File: src/design/brx_pkg.sv
package brx_pkg;

	localparam int PADDR_W = 4;
	localparam int PDATA_W = 32;

	// register word index, taken from paddr[3:2]
	localparam logic [1:0] REG_HDR_TMO  = 2'd0;
	localparam logic [1:0] REG_BODY_TMO = 2'd1;
	localparam logic [1:0] REG_CHECK_EN = 2'd2;

	localparam logic [15:0] HDR_TMO_RST  = 16'd400;
	localparam logic [15:0] BODY_TMO_RST = 16'd600;

	localparam logic [7:0] BYTE_X   = 8'h58;
	localparam logic [7:0] BYTE_B   = 8'h42;
	localparam logic [7:0] SUM_INIT = 8'h9A;
	localparam int         HDR_LEN  = 4;

	localparam logic [1:0] ST_OK      = 2'd0;
	localparam logic [1:0] ST_LEN_ERR = 2'd1;
	localparam logic [1:0] ST_SUM_ERR = 2'd2;
	localparam logic [1:0] ST_TIMEOUT = 2'd3;

	typedef struct packed {
		logic [15:0] hdr_tmo;
		logic [15:0] body_tmo;
		logic        check_en;
	} brx_cfg_t;

	typedef struct packed {
		logic       clr_timer;
		logic       inc_timer;
		logic       init_sum;
		logic       add_sum;
		logic       load_len;
		logic       load_head;
		logic       clr_cnt;
		logic       inc_cnt;
		logic       wr_mem;
		logic       rd_mem;
		logic       load_err;
		logic [1:0] err_code;
		logic       load_frame;
	} brx_cmd_t;

	typedef struct packed {
		logic is_x;
		logic is_b;
		logic len_bad;
		logic head_done;
		logic pay_empty;
		logic pay_done;
		logic sum_ok;
		logic tmo_hdr;
		logic tmo_body;
		logic emit_last;
		logic out_blocked;
		logic slot_free;
	} brx_sts_t;

endpackage

File: src/design/brx_regs.sv
module brx_regs
	import brx_pkg::*;
(
	input  logic               clk,
	input  logic               arst_n,
	input  logic               psel,
	input  logic               penable,
	input  logic               pwrite,
	input  logic [PADDR_W-1:0] paddr,
	input  logic [PDATA_W-1:0] pwdata,
	output logic [PDATA_W-1:0] prdata,
	output logic               pready,
	output brx_cfg_t           cfg
);

	brx_cfg_t   cfg_q;
	logic       wr_en;
	logic [1:0] widx;

	assign pready = 1'b1;
	assign wr_en  = psel && penable && pwrite;
	assign widx   = paddr[3:2];
	assign cfg    = cfg_q;

	always_ff @(posedge clk or negedge arst_n) begin
		if (!arst_n) begin
			cfg_q.hdr_tmo  <= HDR_TMO_RST;
			cfg_q.body_tmo <= BODY_TMO_RST;
			cfg_q.check_en <= 1'b1;
		end else if (wr_en) begin
			case (widx)
				REG_HDR_TMO:  cfg_q.hdr_tmo  <= pwdata[15:0];
				REG_BODY_TMO: cfg_q.body_tmo <= pwdata[15:0];
				REG_CHECK_EN: cfg_q.check_en <= pwdata[0];
				default: ;
			endcase
		end
	end

	always_comb begin
		case (widx)
			REG_HDR_TMO:  prdata = {16'd0, cfg_q.hdr_tmo};
			REG_BODY_TMO: prdata = {16'd0, cfg_q.body_tmo};
			REG_CHECK_EN: prdata = {31'd0, cfg_q.check_en};
			default:      prdata = '0;
		endcase
	end

endmodule

File: src/design/brx_dp.sv
module brx_dp
	import brx_pkg::*;
#(
	parameter int MAX_FRAME_LEN = 64
) (
	input  logic        clk,
	input  logic        arst_n,
	input  logic [7:0]  rx_byte,
	input  brx_cmd_t    cmd,
	input  brx_cfg_t    cfg,
	input  logic        out_stall,
	output brx_sts_t    sts,
	output logic        out_valid,
	output logic [1:0]  status,
	output logic [7:0]  seq_number,
	output logic [7:0]  action_code,
	output logic [7:0]  key_first,
	output logic [7:0]  key_second,
	output logic [5:0]  payload_length,
	output logic [7:0]  payload_byte,
	output logic [5:0]  payload_index,
	output logic        last
);

	localparam int STORE_DEPTH = (MAX_FRAME_LEN > HDR_LEN) ? MAX_FRAME_LEN - HDR_LEN : 1;
	localparam int AW          = (STORE_DEPTH > 1) ? $clog2(STORE_DEPTH) : 1;
	localparam logic [7:0] MAX_LEN_B = 8'(MAX_FRAME_LEN);
	localparam logic [7:0] MIN_LEN_B = 8'(HDR_LEN);

	logic [7:0]  hdr_q [HDR_LEN];
	logic [7:0]  mem   [STORE_DEPTH];
	logic [7:0]  rd_data_q;
	logic [5:0]  plen_q;
	logic [5:0]  cnt_q;
	logic [7:0]  sum_q;
	logic [15:0] timer_q;
	logic [15:0] timer_inc;
	logic        last_pos;

	logic        out_valid_q;
	logic [1:0]  status_q;
	logic [7:0]  seq_q, act_q, key1_q, key2_q, pbyte_q;
	logic [5:0]  plen_out_q, pidx_q;
	logic        last_q;

	assign timer_inc = (timer_q == 16'hFFFF) ? timer_q : timer_q + 16'd1;
	assign last_pos  = (cnt_q == plen_q - 6'd1);

	always_comb begin
		sts.is_x        = (rx_byte == BYTE_X);
		sts.is_b        = (rx_byte == BYTE_B);
		sts.len_bad     = (rx_byte < MIN_LEN_B) || (rx_byte > MAX_LEN_B);
		sts.head_done   = (cnt_q == 6'(HDR_LEN - 1));
		sts.pay_empty   = (plen_q == 6'd0);
		sts.pay_done    = last_pos;
		sts.sum_ok      = !cfg.check_en || (rx_byte == sum_q);
		sts.tmo_hdr     = (timer_inc > cfg.hdr_tmo);
		sts.tmo_body    = (timer_inc > cfg.body_tmo);
		sts.emit_last   = (plen_q == 6'd0) || last_pos;
		sts.out_blocked = out_valid_q && out_stall;
		sts.slot_free   = !out_valid_q || !out_stall;
	end

	always_ff @(posedge clk or negedge arst_n) begin
		if (!arst_n) begin
			timer_q <= '0;
			cnt_q   <= '0;
			sum_q   <= '0;
			plen_q  <= '0;
		end else begin
			if (cmd.clr_timer)
				timer_q <= '0;
			else if (cmd.inc_timer)
				timer_q <= timer_inc;

			if (cmd.clr_cnt)
				cnt_q <= '0;
			else if (cmd.inc_cnt)
				cnt_q <= cnt_q + 6'd1;

			if (cmd.init_sum)
				sum_q <= SUM_INIT;
			else if (cmd.add_sum)
				sum_q <= sum_q + rx_byte;

			// length already range-checked, so L-4 fits six bits
			if (cmd.load_len)
				plen_q <= 6'(rx_byte - MIN_LEN_B);
		end
	end

	always_ff @(posedge clk) begin
		if (cmd.load_head)
			hdr_q[cnt_q[1:0]] <= rx_byte;
	end

	always_ff @(posedge clk) begin
		if (cmd.wr_mem)
			mem[cnt_q[AW-1:0]] <= rx_byte;
		if (cmd.rd_mem)
			rd_data_q <= mem[cnt_q[AW-1:0]];
	end

	always_ff @(posedge clk or negedge arst_n) begin
		if (!arst_n)
			out_valid_q <= 1'b0;
		else if (cmd.load_err || cmd.load_frame)
			out_valid_q <= 1'b1;
		else if (!out_stall)
			out_valid_q <= 1'b0;
	end

	always_ff @(posedge clk) begin
		if (cmd.load_err) begin
			status_q   <= cmd.err_code;
			seq_q      <= '0;
			act_q      <= '0;
			key1_q     <= '0;
			key2_q     <= '0;
			plen_out_q <= '0;
			pbyte_q    <= '0;
			pidx_q     <= '0;
			last_q     <= 1'b1;
		end else if (cmd.load_frame) begin
			status_q   <= ST_OK;
			seq_q      <= hdr_q[0];
			act_q      <= hdr_q[1];
			key1_q     <= hdr_q[2];
			key2_q     <= hdr_q[3];
			plen_out_q <= plen_q;
			pbyte_q    <= (plen_q == 6'd0) ? 8'd0 : rd_data_q;
			pidx_q     <= cnt_q;
			last_q     <= sts.emit_last;
		end
	end

	assign out_valid      = out_valid_q;
	assign status         = status_q;
	assign seq_number     = seq_q;
	assign action_code    = act_q;
	assign key_first      = key1_q;
	assign key_second     = key2_q;
	assign payload_length = plen_out_q;
	assign payload_byte   = pbyte_q;
	assign payload_index  = pidx_q;
	assign last           = last_q;

	// never overwrite a result that is still held by the consumer
	a_no_overwrite: assert property (@(posedge clk) disable iff (!arst_n)
		(cmd.load_err || cmd.load_frame) |-> !(out_valid_q && out_stall))
		else $error("result register overwritten while stalled");

	a_timer_sat: assert property (@(posedge clk) disable iff (!arst_n)
		(timer_q == 16'hFFFF && cmd.inc_timer && !cmd.clr_timer) |=> timer_q == 16'hFFFF)
		else $error("timeout counter wrapped");

	a_err_last: assert property (@(posedge clk) disable iff (!arst_n)
		cmd.load_err |=> (last_q && status_q != ST_OK && pidx_q == 6'd0))
		else $error("error result malformed");

endmodule

File: src/design/brx_ctrl.sv
module brx_ctrl
	import brx_pkg::*;
(
	input  logic     clk,
	input  logic     arst_n,
	input  logic     in_valid,
	input  logic     command,
	input  brx_sts_t sts,
	output logic     in_stall,
	output brx_cmd_t cmd
);

	typedef enum logic [7:0] {
		S_HUNT_X  = 8'b0000_0001,
		S_HUNT_B  = 8'b0000_0010,
		S_LEN     = 8'b0000_0100,
		S_HEAD    = 8'b0000_1000,
		S_PAYLOAD = 8'b0001_0000,
		S_CHECK   = 8'b0010_0000,
		S_EMIT_RD = 8'b0100_0000,
		S_EMIT_LD = 8'b1000_0000
	} state_t;

	state_t state_q, state_d;
	logic   emitting;
	logic   accept;
	logic   tick;
	logic   tmo;

	assign emitting = (state_q == S_EMIT_RD) || (state_q == S_EMIT_LD);
	assign in_stall = emitting || sts.out_blocked;
	assign accept   = in_valid && !in_stall;
	assign tick     = accept && command;
	assign tmo      = ((state_q == S_PAYLOAD) || (state_q == S_CHECK)) ? sts.tmo_body
	                                                                  : sts.tmo_hdr;

	always_comb begin
		state_d = state_q;
		cmd     = '0;
		if (tick) begin
			if (state_q != S_HUNT_X) begin
				cmd.inc_timer = 1'b1;
				if (tmo) begin
					cmd.load_err = 1'b1;
					cmd.err_code = ST_TIMEOUT;
					state_d      = S_HUNT_X;
				end
			end
		end else begin
			case (state_q)
				S_HUNT_X: begin
					if (accept && sts.is_x) begin
						cmd.clr_timer = 1'b1;
						state_d       = S_HUNT_B;
					end
				end
				S_HUNT_B: begin
					if (accept) begin
						cmd.init_sum = sts.is_b;
						state_d      = sts.is_b ? S_LEN : S_HUNT_X;
					end
				end
				S_LEN: begin
					if (accept) begin
						if (sts.len_bad) begin
							cmd.load_err = 1'b1;
							cmd.err_code = ST_LEN_ERR;
							state_d      = S_HUNT_X;
						end else begin
							cmd.load_len = 1'b1;
							cmd.add_sum  = 1'b1;
							cmd.clr_cnt  = 1'b1;
							state_d      = S_HEAD;
						end
					end
				end
				S_HEAD: begin
					if (accept) begin
						cmd.load_head = 1'b1;
						cmd.add_sum   = 1'b1;
						if (sts.head_done) begin
							cmd.clr_cnt   = 1'b1;
							cmd.clr_timer = 1'b1;
							state_d       = sts.pay_empty ? S_CHECK : S_PAYLOAD;
						end else begin
							cmd.inc_cnt = 1'b1;
						end
					end
				end
				S_PAYLOAD: begin
					if (accept) begin
						cmd.wr_mem  = 1'b1;
						cmd.add_sum = 1'b1;
						if (sts.pay_done) begin
							cmd.clr_cnt = 1'b1;
							state_d     = S_CHECK;
						end else begin
							cmd.inc_cnt = 1'b1;
						end
					end
				end
				S_CHECK: begin
					if (accept) begin
						if (!sts.sum_ok) begin
							cmd.load_err = 1'b1;
							cmd.err_code = ST_SUM_ERR;
							state_d      = S_HUNT_X;
						end else begin
							cmd.clr_cnt = 1'b1;
							state_d     = S_EMIT_RD;
						end
					end
				end
				S_EMIT_RD: begin
					cmd.rd_mem = 1'b1;
					state_d    = S_EMIT_LD;
				end
				S_EMIT_LD: begin
					// hold the read byte until the result register frees up
					if (sts.slot_free) begin
						cmd.load_frame = 1'b1;
						if (sts.emit_last) begin
							state_d = S_HUNT_X;
						end else begin
							cmd.inc_cnt = 1'b1;
							state_d     = S_EMIT_RD;
						end
					end
				end
				default: state_d = S_HUNT_X;
			endcase
		end
	end

	always_ff @(posedge clk or negedge arst_n) begin
		if (!arst_n)
			state_q <= S_HUNT_X;
		else
			state_q <= state_d;
	end

endmodule

File: src/design/bridge_frame_receiver.sv
// Length-prefixed frame receiver. Each input transaction carries either a received
// byte or a one-millisecond tick; a transaction is taken in a cycle where in_valid
// is high and in_stall is low. After a frame's checksum byte matches (or checking is
// disabled), the block stops taking input and plays the stored payload out of its
// payload memory, each result taking a memory read and then a result register
// load and waiting out any consumer stall; an empty payload gives one result. Length,
// checksum and timeout errors give a single result with last set. Input is also held
// off while a finished result waits in the output register under stall. The payload
// memory needs no clearing pass after reset.
module bridge_frame_receiver
	import brx_pkg::*;
#(
	parameter int MAX_FRAME_LEN = 64
) (
	input  logic               clk,
	input  logic               arst_n,
	input  logic               psel,
	input  logic               penable,
	input  logic               pwrite,
	input  logic [PADDR_W-1:0] paddr,
	input  logic [PDATA_W-1:0] pwdata,
	output logic [PDATA_W-1:0] prdata,
	output logic               pready,
	input  logic               in_valid,
	output logic               in_stall,
	input  logic               command,
	input  logic [7:0]         rx_byte,
	output logic               out_valid,
	input  logic               out_stall,
	output logic [1:0]         status,
	output logic [7:0]         seq_number,
	output logic [7:0]         action_code,
	output logic [7:0]         key_first,
	output logic [7:0]         key_second,
	output logic [5:0]         payload_length,
	output logic [7:0]         payload_byte,
	output logic [5:0]         payload_index,
	output logic               last
);

	brx_cfg_t cfg;
	brx_cmd_t cmd;
	brx_sts_t sts;

	brx_regs u_regs (
		.clk     (clk),
		.arst_n  (arst_n),
		.psel    (psel),
		.penable (penable),
		.pwrite  (pwrite),
		.paddr   (paddr),
		.pwdata  (pwdata),
		.prdata  (prdata),
		.pready  (pready),
		.cfg     (cfg)
	);

	brx_ctrl u_ctrl (
		.clk      (clk),
		.arst_n   (arst_n),
		.in_valid (in_valid),
		.command  (command),
		.sts      (sts),
		.in_stall (in_stall),
		.cmd      (cmd)
	);

	brx_dp #(
		.MAX_FRAME_LEN (MAX_FRAME_LEN)
	) u_dp (
		.clk            (clk),
		.arst_n         (arst_n),
		.rx_byte        (rx_byte),
		.cmd            (cmd),
		.cfg            (cfg),
		.out_stall      (out_stall),
		.sts            (sts),
		.out_valid      (out_valid),
		.status         (status),
		.seq_number     (seq_number),
		.action_code    (action_code),
		.key_first      (key_first),
		.key_second     (key_second),
		.payload_length (payload_length),
		.payload_byte   (payload_byte),
		.payload_index  (payload_index),
		.last           (last)
	);

endmodule
File: config.mk
export PLATFORM = sky130hd
export DESIGN_NAME = bridge_frame_receiver
export DESIGN_NICKNAME = d
export VERILOG_FILES = /design/src/design/brx_pkg.sv /design/src/design/brx_regs.sv /design/src/design/brx_dp.sv /design/src/design/brx_ctrl.sv /design/src/design/bridge_frame_receiver.sv
export SDC_FILE = /design/constraint.sdc
export NUM_CORES = 1
export LEC_CHECK = 0
export CORE_UTILIZATION = 57
export DETAILED_ROUTE_END_ITERATION = 10
export DONT_BUFFER_PORTS = 1
export PLACE_DENSITY = 0.75
export SETUP_SLACK_MARGIN = 0.4
export SLEW_MARGIN = 40
export SYNTH_ARGS = -nofsm -noshare
export SYNTH_HDL_FRONTEND = slang
export SYNTH_SLANG_ARGS = --single-unit
File: constraint.sdc
create_clock -name clk -period 4.05 [get_ports clk]
set_input_delay 0.405 -clock clk [delete_from_list [all_inputs] [get_ports clk]]
set_output_delay 0.405 -clock clk [all_outputs]
set_load 0.02 [all_outputs]
After elaboration in Yosys (flattened, before gate mapping)
Memories as Yosys holds them, arrays and structs flattened. A register that Yosys moved wholly into a read port is not among the register bits.
Cells that the tools add are included.
{"block": "totals", "output_inout_bits": 90, "wordCells": 161, "in_bits": 52, "mem_count": 2, "mem_bits_rw": 512, "register_bits": 101}
{"block": "op_classes", "add_sub_neg": 5, "reduce_logical": 29, "magnitude_cmp": 4, "n_mux": 78, "eq_ne": 29}
{"name": "u_dp.mem", "depth": 60, "word_bits": 8, "read_ports": 1, "rd_ports_with_merged_regs": 1, "wr": 1, "line": "brx_dp.sv:31", "rtl": "logic [7:0] mem [STORE_DEPTH];"}
{"name": "u_dp.hdr_q", "depth": 4, "word_bits": 8, "read_ports": 4, "rd_ports_with_merged_regs": 4, "wr": 1, "line": "brx_dp.sv:30", "rtl": "logic [7:0] hdr_q [HDR_LEN];"}
{"operator": "2-to-1 mux 8 bit", "n": 16}
{"operator": "one-hot mux 8 bit (8 select lines)", "n": 1}
{"operator": "2-to-1 mux 16 bit", "n": 3}
{"operator": "one-hot mux 16 bit (3 select lines)", "n": 1}
{"operator": "greater-than comparator 16 bit", "n": 2}
{"operator": "2-to-1 mux 1 bit", "n": 32}
{"operator": "2-to-1 mux 3 bit", "n": 10}
{"operator": "== test 8 x 7 -> 1 bit (second input constant)", "n": 3}
{"operator": "!= test 3 x 1 -> 1 bit (second input constant)", "n": 7}
{"operator": "2-to-1 mux 6 bit", "n": 3}
{"operator": "adder 16 x 1 -> 16 bit (second input constant)", "n": 1}
{"operator": "== test 16 bit (second input constant)", "n": 1}
{"operator": "2-to-1 mux 7 bit", "n": 2}
{"operator": "AND reduction 11 bit", "n": 1}
{"operator": "adder 8 bit", "n": 1}
{"operator": "== test 8 x 1 -> 1 bit (second input constant)", "n": 1}
{"operator": "== test 8 x 2 -> 1 bit (second input constant)", "n": 1}
{"operator": "== test 8 x 3 -> 1 bit (second input constant)", "n": 1}
{"operator": "== test 8 x 4 -> 1 bit (second input constant)", "n": 1}
{"operator": "== test 8 x 5 -> 1 bit (second input constant)", "n": 1}
{"operator": "== test 8 x 6 -> 1 bit (second input constant)", "n": 1}
{"operator": "== test 8 bit", "n": 1}
{"operator": "== test 8 bit (second input constant)", "n": 1}
{"operator": "greater-than comparator 8 x 7 -> 1 bit (second input constant)", "n": 1}
{"operator": "other kinds (26)", "n": 52}

Depth between registers and ports, before layout
{"block": "logic_depth", "word_depth": 10, "depth_mapped": 17, "ltp_nobuf": 15}

By module
Synthesis repeated with hierarchy kept, for this count alone.
{"block": "hier_totals", "cells_unflattened": 1884, "hier_area_um2": 27806.7}
{"mod": "brx_dp", "area_per_inst_um2": 25289.3, "n_inst": 1, "cells_each": 1649}
{"mod": "brx_regs", "area_per_inst_um2": 1705.4, "n_inst": 1, "cells_each": 129}
{"mod": "brx_ctrl", "area_per_inst_um2": 812.0, "n_inst": 1, "cells_each": 106}

Worst setup path before layout
Ideal clock, no wire load.
{"block": "synth_timing", "path_type": "register to register", "from": "register u_dp.timer_q[0]", "to": "register u_ctrl.state_q[2]", "arrival_time_ns": 3.801, "path_slack_ns": 0.125, "t_required_ns": 3.925, "setup_time_ns": 0.125, "path_stages_with_launch": 17, "cell_sequence": "dfrtp_1 ha_1 nand2_1 or3_1 or2_2 clkbuf_1 nand3_1 nor3_1 xor2_1 ha_1 nand3_1 or4_1 a21oi_1 nand4bb_1 a21oi_2 a221oi_4 mux2_2"}
{"block": "synth_between", "elab_chain_cells": 6, "elab_cells_between_ends": 8, "cone_classes": "1 x add/sub; 2 x order compare; 2 x eq/ne; 2 x mux; 1 x reduce/logical"}
{"item": "from (decl)", "line": "brx_dp.sv:36", "rtl": "logic [15:0] timer_q;"}
{"item": "from (signal assigned)", "line": "brx_dp.sv:74", "rtl": "timer_q <= timer_inc;"}
{"item": "adder 16 x 1 -> 16 bit or == test 16 bit (tied branches)", "line": "brx_dp.sv:46", "rtl": "assign timer_inc = (timer_q == 16'hFFFF) ? timer_q : timer_q + 16'd1;"}
{"item": "2-to-1 mux 16 bit *", "line": "brx_dp.sv:46"}
{"item": "greater-than comparator 16 bit (on tied branches)", "line": "brx_dp.sv:57, brx_dp.sv:58"}
{"item": "2-to-1 mux 1 bit *", "line": "brx_ctrl.sv:34", "rtl": "assign tmo = ((state_q == S_PAYLOAD) || (state_q == S_CHECK)) ? sts.tmo_body"}
{"item": "!= test 2 bit (no source line) *"}
{"item": "AND reduction 11 bit (no source line) *"}
{"item": "to (signal assigned)", "line": "brx_ctrl.sv:139", "rtl": "state_q <= state_d;"}
{"item": "to (decl)", "line": "brx_ctrl.sv:24", "rtl": "state_t state_q, state_d;"}
Every way passes the cells marked *; elsewhere a longest branch is shown, timed or not.
A chain may end at the register's enable or synchronous reset.

Final worst setup path
{"block": "layout_timing", "from": "register u_dp.timer_q[8]", "to": "register u_ctrl.state_q[5]"}
Same word-level chain as after synthesis.

==> summary.txt <==
Worst hold path
  • Worst hold path depth: 2
  • Hold Crit Start: rx_byte[5]
  • Hold worst-path end: u_dp.plen_q[5]
  • Worst min-delay path class: in2reg

Drt
  • DRC viols: 0
  • WL final: 68870 um
  • Via Count: 17540
  • Initial DRT Pass Iterations: 6
  • Detail Route met2 WL: 33480 um
  • Routed len/inst: 25.52 um
  • Initial DRC count: 2407
  • DR WL met3: 7041 um
  • Max Used Layer: met4
  • M1 wire length: 26260 um
  • Vias per cell: 6.499
  • Antenna-violating nets left: 0

STA
  • RSZ-0062 raised after global routing: yes
  • Slew margin rel.: 44.06%
  • Final setup TNS: 0 ps
  • Fin crit period: 3841 ps
  • Final worst setup slack: 208.8 ps
  • Post-Route Hold Slack: 18.42 ps
  • Final setup fails: 0
  • Slew Viols, Final: 0
  • Clock Skew: 32.30 ps
  • Maximum clock rate: 260.3 MHz
  • Final hold vios: 0
  • Fin crit share: 94.84%
  • Worst Max-Slew Pin Slew: 836.0 ps

CTS
  • Clock Tree Buf Depth: 3
  • CTS tree: built
  • Total CTS buffers: 67
  • Total clock sinks: 653
  • H-Tree Depth: 3
  • Clk root buf: clkbuf_16
  • Worst-Skew Late Latency: 620 ps
  • Clock Pin Slew Worst Setup and Hold Paths: 60 ps

Logic synthesis
  • Cell variety after synth: 77
  • Top cell type's share of synthesized area: 58.97%
  • Top_reg_cell synth: edfxtp_1
  • Post-synthesis cell count: 1918
  • Synth warnings: 0
  • Number of flops mapped to enable cells by yosys: 522
  • Avg Inst Size Synth: 13.86 um^2
  • Most common cell in the netlist: edfxtp_1
  • Synth async-reset ratio: 11.94%
  • Mapped cell area: 0.02658 mm^2
  • Sequential share of the synthesized area: 70.35%
  • Yosys reg bits: 653
  • Largest cells by area after synthesis: edfxtp_1 (59%), dfrtp_1 (6.5%), dfxtp_1 (4.0%), a22oi_1 (3.9%), nand2_1 (2.6%)
  • Post-synth top cells: edfxtp_1 (522), nand2_1 (181), nor2_1 (140)
  • Largest area contributor in the synthesized netlist: edfxtp_1

Placement
  • Area post-placement: 0.02794 mm^2
  • Hpwl dp: 40400 um
  • # port buffers: 0
  • DP Worst Slack: 160.8 ps
  • DP Cell Count: 2534
  • Final GP Congestion: 0.9185

Pwr
  • P_leak: 10.76 nW
  • Power density cells: 481.4 mW/mm^2
  • Worst IR Drop VDD: 0.4435 mV

Floorplanning
  • Core ar.: 0.04567 mm^2
  • # IOs: 142
  • Die W: 217.9 um
  • Die H: 217.9 um
  • DIE AREA: 0.04750 mm^2
  • Initial Utilization: 58.20%
  • Std-Cell Rows: 78

Setup path
  • Worst Path Class, Setup: reg2reg
  • R2r setup slk: 210 ps
  • RR Startpoint: u_dp.timer_q[8]
  • Worst Path Max Fanout: 7
  • Critical Path RT: 4540 ps
  • Reg-to-Reg End: u_ctrl.state_q[5]
  • Critical path capture point type: flip-flop
  • Worst-case reg-to-reg path depth: 16
  • Arrival time of the worst setup path: 4330 ps
  • Startpoint types: flip-flop

Global route
  • GRT Util Overall: 28.87%
  • Vias in the first global route: 17050
  • Pin count of the biggest net entering global routing: 79
  • Initial antenna violation count: 0
  • Grt total ovfl: 0
  • First-pass GRT wire length: 101700 um

Job
  • Max Cap Violations: 0

Final layout
  • Area of the multi-input gates: 0.007545 mm^2
  • Fillers: 3049
  • FF/Latch Area: 0.01870 mm^2
  • N_diodes: 0
  • Share of post-route cells with drive strength above 1: 16.10%
  • Final nets: 2150
  • Fin area: 0.03083 mm^2
  • Area delta synth->final: 15.97%
  • Final cell count without fillers: 2699

Status
  • Status: finished clean
## per-stage QoR
| step | utilization [%] | power (mW) |
|---|---|---|
| after floorplan | - | 8.468 |
| after global routing | 67.49 | 15.27 |
| after CTS | 67.18 | 14.83 |
| after detailed placement | 61.18 | 8.807 |
| final | 67.49 | 14.84 |
| after global placement | 61.11 | 8.760 |
## worst max-delay path by stage
stage	startpoint	endpoint	depth (start not counted)
6_report	u_dp.timer_q[8]	u_ctrl.state_q[5]	16
5_1_grt	u_dp.timer_q[8]	u_dp.payload_length[5]	17
4_1_cts	u_dp.timer_q[7]	u_ctrl.state_q[5]	14
3_5_place_dp	u_dp.timer_q[8]	u_ctrl.state_q[6]	15
3_3_place_gp	u_dp.timer_q[8]	u_ctrl.state_q[6]	15
2_1_floorplan	u_dp.timer_q[0]	u_ctrl.state_q[6]	16
## critical path, cell delays in order, from the launching register on
cell      delay [ps]
dfrtp_1          350
and4_4           250
nand4_1          260
buf_4            250
or2_4            260
nand3_4          110
nor3_4            50
xor2_2           180
ha_1             300
nand4_1          140
or4_1            560
nand4_1          160
a31oi_4           60
a21oi_4          230
a221oi_4         110
buf_12           160
mux2_4           290
## timing repair
action / 4_1_cts / 5_1_grt
endpoints found under the hold margin: 626 / 0
gates cloned: 0 / 2
resized for setup: 21 / 12
setup buffers: 13 / 4
pin swaps: 16 / 5
endpoints found under the setup margin: 66 / 66
hold buffers: 26 / 0
## routing by layer
| layer | up-vias | GRT usage, % |
|---|---|---|
| met4 | 0 | 10.51 |
| met2 | 1032 | 46.58 |
| met3 | 150 | 6.471 |
| li1 | 7595 | - |
| met5 | - | 0 |
| met1 | 8764 | 38.50 |
## kinds of logic (layout without fill, tap and decap cells)
group,after synthesis,in the layout,share of synthesized area (%)
AO/OA/AOI/OAI,454,454,11.79
XOR/XNOR,31,31,1.021
AND/OR/NAND/NOR,499,499,8.868
multiplexers,63,63,2.885
flip-flops,653,653,70.35
adder cells (fa/ha/maj),50,50,2.382
buffers and inverters,166,332,2.678
other,2,17,0.02825
## power breakdown
group	switching, mW	internal, mW
clock network	2.52	3.40
registers	0.175	7.40
logic	0.826	0.514
total	3.52	11.3
## cell usage in the layout, fill, tap and decap left out, types with 6 or more instances in the layout
cell type      Yosys  layout
a21oi_1          105     100
a221oi_1          37      37
a22o_1            46      46
a22oi_1          137     137
a31oi_1           34      33
and2_1             6       6
and3_1            10       7
buf_16             0       9
buf_4             17     126
clkbuf_1          66      18
clkbuf_16          0      70
clkinv_1           0      13
clkinv_2           0       7
conb_1             2      17
dfrtp_1           69      69
dfstp_2            9       9
dfxtp_1           53      53
dlygate4sd3_1      0      17
edfxtp_1         522     522
ha_1              49      44
inv_1             50      50
mux2_2            29      23
mux2_4             0       6
mux2i_1           26      26
mux4_2             8       8
nand2_1          181     180
nand3_1           45      41
nand4_1           34      34
nor2_1           140     135
nor2b_1           10      10
nor3_1            24      20
o21ai_0           53      51
xnor2_1           20      20
xor2_1            11      10
## cell type report
class	count	area share [%]
Sequential cell	653	60.66
Multi-Input combinational cell	1114	24.48
Clock buffer	88	5.829
Timing Repair Buffer	162	5.033
Tap cell	600	2.435
Clock inverter	32	0.9579
Inverter	50	0.6088
## sequential cells by signal, indices dropped and copies added (netlist names), 16 cells and up
| register | flops |
|---|---|
| u_regs.cfg | 33 |
| u_dp.hdr_q | 32 |
| u_dp.mem | 480 |
| u_dp.timer_q | 16 |
Note: power is estimated with default switching activity, not from simulation.
